## src/rtl/rhb_pkg.sv

```systemverilog
// ----------------------------------------------------------------------------
// Ring history buffer package
// Word types, cell control and shared constants.
// ----------------------------------------------------------------------------
package rhb_pkg;

  localparam int RING_DEPTH_DEF    = 512;
  localparam int HISTORY_LIMIT_DEF = 50;

  localparam int BYTE_W  = 8;
  localparam int POS_W   = 6;
  localparam int COUNT_W = 7;

  typedef enum logic {
    MODE_SAVE    = 1'b0,
    MODE_RESTORE = 1'b1
  } mode_t;

  typedef struct packed {
    mode_t             mode;
    logic [BYTE_W-1:0] char_code;
    logic [BYTE_W-1:0] colour;
  } req_t;

  typedef struct packed {
    logic [BYTE_W-1:0]  out_char;
    logic [BYTE_W-1:0]  out_colour;
    logic [POS_W-1:0]   position;
    logic [COUNT_W-1:0] restored_count;
    logic               is_last;
    logic               empty_res;
  } result_t;

  typedef struct packed {
    logic [BYTE_W-1:0] colour;
    logic [BYTE_W-1:0] char_code;
  } entry_t;

  typedef enum logic [1:0] {
    CELL_HOLD = 2'd0,
    CELL_SAVE = 2'd1,
    CELL_ROT  = 2'd2
  } cell_cmd_t;

  typedef struct packed {
    cell_cmd_t          cmd;
    logic [COUNT_W-1:0] count;
  } cell_ctrl_t;

endpackage

```

## src/rtl/ring_history_buffer.sv

```systemverilog
// ----------------------------------------------------------------------------
// Ring history buffer
// Keeps the most recent character/colour words and replays them oldest first.
// ----------------------------------------------------------------------------
//
//   channel   ports                  handshake
//   -------   --------------------   ------------------------------------
//   request   start, busy, req       word taken when start && !busy
//   result    done, result           word shown for one cycle with done
//
// A save is taken without raising busy; the next word can follow at once.
// A restore holds busy until every stored word has been tapped out, the
// chain rotating one cell per cycle past the tap at cell 0; each result is
// registered and shows in the cycle after its step, back to back. An empty
// restore gives its single result in the cycle after acceptance without raising busy.
// Reset clears the word count and the controller; cell contents are kept.
// The receiver cannot stall, so results never wait.
//
// The history lives in a chain of cells, oldest word in cell 0 and the
// newest in cell count-1. A save drops into the first free cell, or shifts
// the whole chain toward cell 0 once the chain is full. A restore rotates
// the occupied cells: cell 0 is read out and recirculated into cell count-1,
// so after count steps the chain is back as it was.
// ----------------------------------------------------------------------------
module ring_history_buffer import rhb_pkg::*; #(
  parameter int RING_DEPTH    = RING_DEPTH_DEF,
  parameter int HISTORY_LIMIT = HISTORY_LIMIT_DEF
) (
  input  logic    clk,
  input  logic    rst,
  input  logic    start,
  input  req_t    req,
  output logic    busy,
  output logic    done,
  output result_t result
);

  // the ring never holds more words than it has slots
  localparam int CELLS = (HISTORY_LIMIT < RING_DEPTH) ? HISTORY_LIMIT : RING_DEPTH;
  localparam logic [COUNT_W-1:0] FULL_C = COUNT_W'(CELLS);

  typedef enum logic {
    ST_IDLE,
    ST_REPLAY
  } state_t;

  state_t             state;
  logic [COUNT_W-1:0] count;
  logic [POS_W-1:0]   pos;

  cell_ctrl_t ctrl;
  entry_t     new_entry;
  entry_t     cell_q [CELLS];
  logic       accept;
  logic       last_step;

  assign accept    = start && (state == ST_IDLE);
  assign busy      = (state == ST_REPLAY);
  assign last_step = ((COUNT_W'(pos) + COUNT_W'(1)) == count);

  assign new_entry.char_code = req.char_code;
  assign new_entry.colour    = req.colour;

  // Broadcast one command to every cell; each decodes its own role from count.
  always_comb begin
    ctrl.count = count;
    if (accept && (req.mode == MODE_SAVE)) begin
      ctrl.cmd = CELL_SAVE;
    end else if (state == ST_REPLAY) begin
      ctrl.cmd = CELL_ROT;
    end else begin
      ctrl.cmd = CELL_HOLD;
    end
  end

  // Chain: cell i hands its word to cell i-1; the far end takes the new word.
  for (genvar i = 0; i < CELLS; i++) begin : g_cell
    entry_t nbr;
    if (i == CELLS - 1) begin : g_end
      assign nbr = new_entry;
    end else begin : g_mid
      assign nbr = cell_q[i+1];
    end

    rhb_cell #(
      .IDX   (i),
      .CELLS (CELLS)
    ) u_cell (
      .clk       (clk),
      .ctrl      (ctrl),
      .new_entry (new_entry),
      .nbr       (nbr),
      .wrap      (cell_q[0]),
      .data      (cell_q[i])
    );
  end

  always_ff @(posedge clk) begin
    if (rst) begin
      state <= ST_IDLE;
      count <= '0;
      pos   <= '0;
      done  <= 1'b0;
    end else begin
      done <= 1'b0;
      unique case (state)
        ST_IDLE: begin
          if (start) begin
            if (req.mode == MODE_SAVE) begin
              // saturate at the chain length
              if (count != FULL_C) begin
                count <= count + COUNT_W'(1);
              end
            end else if (count == '0) begin
              done                  <= 1'b1;
              result.out_char       <= '0;
              result.out_colour     <= '0;
              result.position       <= '0;
              result.restored_count <= '0;
              result.is_last        <= 1'b1;
              result.empty_res      <= 1'b1;
            end else begin
              pos   <= '0;
              state <= ST_REPLAY;
            end
          end
        end
        ST_REPLAY: begin
          // tap cell 0 while the chain rotates underneath
          done                  <= 1'b1;
          result.out_char       <= cell_q[0].char_code;
          result.out_colour     <= cell_q[0].colour;
          result.position       <= pos;
          result.restored_count <= count;
          result.is_last        <= last_step;
          result.empty_res      <= 1'b0;
          pos                   <= pos + POS_W'(1);
          if (last_step) begin
            state <= ST_IDLE;
          end
        end
        default: begin
          state <= ST_IDLE;
        end
      endcase
    end
  end

endmodule

```

## src/rtl/rhb_cell.sv

```systemverilog
// ----------------------------------------------------------------------------
// Ring history buffer cell
// Holds one entry; loads, shifts toward the output end or closes the rotation.
// ----------------------------------------------------------------------------
module rhb_cell import rhb_pkg::*; #(
  parameter int IDX   = 0,
  parameter int CELLS = HISTORY_LIMIT_DEF
) (
  input  logic       clk,
  input  cell_ctrl_t ctrl,
  input  entry_t     new_entry,
  input  entry_t     nbr,
  input  entry_t     wrap,
  output entry_t     data
);

  localparam logic [COUNT_W-1:0] IDX_C  = COUNT_W'(IDX);
  localparam logic [COUNT_W-1:0] IDX_P1 = COUNT_W'(IDX + 1);
  localparam logic [COUNT_W-1:0] FULL_C = COUNT_W'(CELLS);

  always_ff @(posedge clk) begin
    case (ctrl.cmd)
      CELL_SAVE: begin
        // full chain drops the oldest word at cell 0
        if (ctrl.count == FULL_C) begin
          data <= nbr;
        end else if (ctrl.count == IDX_C) begin
          data <= new_entry;
        end
      end
      CELL_ROT: begin
        if (ctrl.count == IDX_P1) begin
          data <= wrap;
        end else if (ctrl.count > IDX_P1) begin
          data <= nbr;
        end
      end
      default: begin
        data <= data;
      end
    endcase
  end

endmodule

```

## config.mk

```make
export PLATFORM = sky130hd
export DESIGN_NAME = ring_history_buffer
export DESIGN_NICKNAME = d
export VERILOG_FILES = /design/src/rtl/rhb_pkg.sv /design/src/rtl/ring_history_buffer.sv /design/src/rtl/rhb_cell.sv
export SDC_FILE = /design/constraint.sdc
export NUM_CORES = 2
export LEC_CHECK = 0
export ABC_AREA = 0
export BUFFER_PORTS_ARGS = -buffer_cell sky130_fd_sc_hd__clkbuf_2
export CAP_MARGIN = 10
export CORE_ASPECT_RATIO = 1.5
export CORE_MARGIN = 2
export CORE_UTILIZATION = 60
export CTS_CLUSTER_DIAMETER = 200
export DETAILED_ROUTE_END_ITERATION = 8
export PLACE_DENSITY = 0.74
export SLEW_MARGIN = 5
export SYNTH_ARGS = -nofsm -noshare
export SYNTH_HDL_FRONTEND = slang
export SYNTH_SLANG_ARGS = --single-unit
```

## constraint.sdc

```tcl
create_clock -name clk -period 6.2 [get_ports clk]
set_input_delay 1.86 -clock clk [delete_from_list [all_inputs] [get_ports clk]]
set_output_delay 1.86 -clock clk [all_outputs]
set_load 0.02 [all_outputs]
```

==> summary.md <==
| Metric | Value |
|---|---|
| Number of enable flip-flop cells after synthesis | 831 |
| Core area | 66500 um^2 |
| Area of all placed cells without fillers | 43300 um^2 |
| Final core area utilization | 65.1% |
| Length in cells of the worst reg-to-reg path | 6 |
| Sum of negative setup slack | 0 ns |
| Hold Crit Class | register to register |
| Worst-skew pair later-pin latency | 0.67 ns |
| Number of cells on the worst hold path | 1 |
| TritonCTS clock tree | built |
| Starting density of the core | 60.4% |
| Number of global-route vias before repair | 28200 |
| Number of unique standard cell types used by synthesis | 71 |
| Detailed-route via count | 28700 |
| Most area-consuming cells after synthesis | sky130_fd_sc_hd__edfxtp_1 62%, sky130_fd_sc_hd__a221o_1 14%, sky130_fd_sc_hd__mux2i_1 5.4% |
| Final Worst Setup Slack | 1.95 ns |
| Gates resized, CTS repair | 0 |
| Final setup skew | 0.0341 ns |
| First element of the critical path | start |
| Static power due to leakage | 15.7 nW |
| Clock-pin slew reported for the worst setup and hold paths after clock tree synthesis | 0.06 ns |
| Placed inst area | 40700 um^2 |
| Ordered list of cells on the worst path | clkbuf_2 > nor3b_1 > o21a_2 > buf_4 > nand2_1 > and3_1 |
| Overall die height | 321 um |
| Post-Syn Nets | 2964 |
| Setup repair after global routing missed its margin | false |
| Post-route ant nets | 0 |
| Share of synthesized area occupied by flip-flops and latches | 62.9% |
| Crit-path max FO | 24 |
| Minimum period implied by the final worst setup slack | 4.25 ns |
| Grt ovf | 0 |
| Global placement routability congestion | 0.952 |
| Worst hold start | g_cell[1].u_cell.data[2] |
| Total chip power | 12.8 mW |
| Synthesized area | 40100 um^2 |
| Max Buffers Root-to-Sink | 3 |
| Place WS | 1.41 ns |
| Fmax | 0.235 GHz |
| Maximum capacitance violations | 0 |
| Count of standard-cell rows | 116 |
| Stage delay of the slowest cell on the critical path | 0.74 ns |
| CTS buffer count | 78 |
| Post-Syn Area per Cell | 13.7 um^2 |
| Die outline area | 69000 um^2 |
| Count of pins over their slew limit | 0 |
| Peak supply drop | 0.202 mV |
| DR pass1 iterations | 7 |
| Fraction of registers with async set/reset | 0% |
| CP required | 6.50 ns |
| Startpoint of the most critical register-to-register path | count[0] |
| Area leader, netlist | sky130_fd_sc_hd__edfxtp_1 |
| Number of antenna violations at the first check in global routing | 2 |
| Gr usage total | 34.9% |
| Hold-fix buffer count after cts | 0 |
| Kind of capture point of the worst setup path | register |
| Run status | finished clean |
| Dpl hpwl | 71400 um |
| Die width | 215 um |
| DRC violation total after the first TritonRoute iteration | 4017 |
| Cells after DPL | 3573 |
| Cell count after synthesis | 2939 |
| Number of register bits inferred by synthesis | 846 |
| Top_reg_cell synth | sky130_fd_sc_hd__edfxtp_1 |
| Count of filler cells inserted in the layout | 4794 |
| First-pass GRT wire length | 180000 um |
| Net count reported at finish | 2813 |
| Power density of the placed cells | 295 nW/um^2 |
| Worst hold-check slack | 0.529 ns |
| Clock Root Buffer | sky130_fd_sc_hd__clkbuf_16 |
| Total Wirelength | 122000 um |
| Avg Vias per Cell | 7.68 |
| Top cell type's share of synthesized area | 62.2% |
| Worst path slowest cell | sky130_fd_sc_hd__o21a_2 |
| Yosys warning total | 0 |
| Clock H-tree levels | 3 |
| Count of buffers from port buffering | 52 |
| Synth-to-Final Area Change | 7.86% |
| Buffer count from post-CTS setup fixing | 0 |
| Worst Setup Start Kind | primary input |
| Largest net degree at the start of global routing | 127 |
| Top-Level Pins | 53 |
| Routed wirelength normalized by instance count | 32.7 um |
| Data arrival time of the worst path | 4.55 ns |
| DRC violations left | 0 |
| Worst slew slack as a fraction of its limit | 16.7% |
| Crit share post-route | 68.6% |
| Num Clock Sinks | 846 |
| Hold violation total from the final report | 0 |
| Total setup violations reported at the end of the flow | 0 |
| Share of post-route cells with drive strength above 1 | 14.8% |
| Final std cells w/o fill | 3736 |
| Slew at the pin closest to its max-slew limit | 1.25 ns |
| Path type of the worst setup path | primary input to register |
area by class of cell:
type | count | area (um^2) | share of cell area, %
Multi-Input combinational cell | 1693 | 13400 | 30.9
Timing Repair Buffer | 162 | 1130 | 2.61
Clock buffer | 99 | 2080 | 4.81
Antenna cell | 2 | 5.00 | 0.0116
Inverter | 7 | 31.3 | 0.0722
Tap cell | 885 | 1110 | 2.56
Sequential cell | 846 | 25300 | 58.3
Clock inverter | 42 | 309 | 0.714
metal layers:
layer  vias up  GRT usage (%)  wire, um
li1      11700              -         -
met1     14100           42.0     41000
met2      2249           56.3     57500
met3       631           9.05     14900
met4         4           21.9      8590
met5         -              0        34
cells in the final DEF, fill, tap and decap left out, types with 11 or more instances in the layout:
cell and n:
sky130_fd_sc_hd__clkbuf_1 18, sky130_fd_sc_hd__and3_1 16, sky130_fd_sc_hd__nand2_1 57, sky130_fd_sc_hd__o21ai_0 225, sky130_fd_sc_hd__dfxtp_1 14, sky130_fd_sc_hd__clkbuf_16 80, sky130_fd_sc_hd__a211oi_2 14, sky130_fd_sc_hd__a221o_1 553
sky130_fd_sc_hd__and2_1 29, sky130_fd_sc_hd__clkinv_2 19, sky130_fd_sc_hd__buf_4 104, sky130_fd_sc_hd__mux2i_1 217, sky130_fd_sc_hd__nor2_4 33, sky130_fd_sc_hd__clkinv_1 11, sky130_fd_sc_hd__and3_2 16, sky130_fd_sc_hd__clkbuf_2 52
sky130_fd_sc_hd__a21oi_1 252, sky130_fd_sc_hd__nand3_1 16, sky130_fd_sc_hd__mux2_2 17, sky130_fd_sc_hd__edfxtp_1 831, sky130_fd_sc_hd__a21o_1 20, sky130_fd_sc_hd__nor3_1 12, sky130_fd_sc_hd__nor2_1 60, sky130_fd_sc_hd__nor2_2 19
critical path: cells and delay by family:
family,cells,cell delay (ns)
compound gates,1,0.74
buf+inv,2,0.68
simple gates,3,1.25
synthesized netlist by cell type, types with 4 or more instances:
| cell | number |
|---|---|
| sky130_fd_sc_hd__or3_1 | 6 |
| sky130_fd_sc_hd__nand4_1 | 4 |
| sky130_fd_sc_hd__nand2b_1 | 8 |
| sky130_fd_sc_hd__nor3_1 | 18 |
| sky130_fd_sc_hd__nand2_2 | 4 |
| sky130_fd_sc_hd__buf_1 | 23 |
| sky130_fd_sc_hd__o21ai_0 | 225 |
| sky130_fd_sc_hd__xnor2_1 | 5 |
| sky130_fd_sc_hd__nor2_1 | 61 |
| sky130_fd_sc_hd__mux2i_1 | 217 |
| sky130_fd_sc_hd__a221o_1 | 553 |
| sky130_fd_sc_hd__inv_1 | 6 |
| sky130_fd_sc_hd__nor2_4 | 32 |
| sky130_fd_sc_hd__dfxtp_1 | 15 |
| sky130_fd_sc_hd__clkbuf_2 | 4 |
| sky130_fd_sc_hd__and3_1 | 32 |
| sky130_fd_sc_hd__clkbuf_1 | 232 |
| sky130_fd_sc_hd__a21o_1 | 20 |
| sky130_fd_sc_hd__a21oi_1 | 254 |
| sky130_fd_sc_hd__buf_6 | 4 |
| sky130_fd_sc_hd__o21ai_1 | 10 |
| sky130_fd_sc_hd__edfxtp_1 | 831 |
| sky130_fd_sc_hd__nor2b_1 | 7 |
| sky130_fd_sc_hd__a221oi_1 | 10 |
| sky130_fd_sc_hd__mux2_2 | 17 |
| sky130_fd_sc_hd__nand3_1 | 16 |
| sky130_fd_sc_hd__a211oi_1 | 17 |
| sky130_fd_sc_hd__nand2_1 | 57 |
| sky130_fd_sc_hd__ha_1 | 5 |
| sky130_fd_sc_hd__buf_2 | 105 |
| sky130_fd_sc_hd__nor2_2 | 19 |
| sky130_fd_sc_hd__xor2_1 | 9 |
| sky130_fd_sc_hd__and2_1 | 29 |
| sky130_fd_sc_hd__buf_4 | 25 |
sequential cells by signal (all words and copies together), names as in the netlist:
register	flops
pos	6
done	1
g_cell.u_cell.data	800
busy	1
result	31
count	7
cell families after synthesis:
family,synth area share [%]
AO/OA/AOI/OAI,21.4
flip-flops,62.9
buffers and inverters,4.39
AND/OR/NAND/NOR,4.96
multiplexers,5.89
XOR/XNOR,0.305
adder cells (fa/ha/maj),0.156
path summary, 6_finish.rpt:
path | slack, ns | end
setup / recovery | 1.95 | g_cell[34].u_cell.data[4]
hold / removal | 0.53 | g_cell[0].u_cell.data[2]
setup reg to reg | 2.16 | g_cell[41].u_cell.data[5]
hold reg to reg | 0.53 | g_cell[0].u_cell.data[2]
power by group:
part | internal (mW) | total (mW) | leakage [nW] | switching, mW
Sequential | 6.74 | 6.88 | 7.87 | 0.145
Combinational | 0.384 | 1.21 | 6.69 | 0.829
Clock | 2.52 | 4.67 | 1.18 | 2.15
Power figures use the tool's default switching activity.
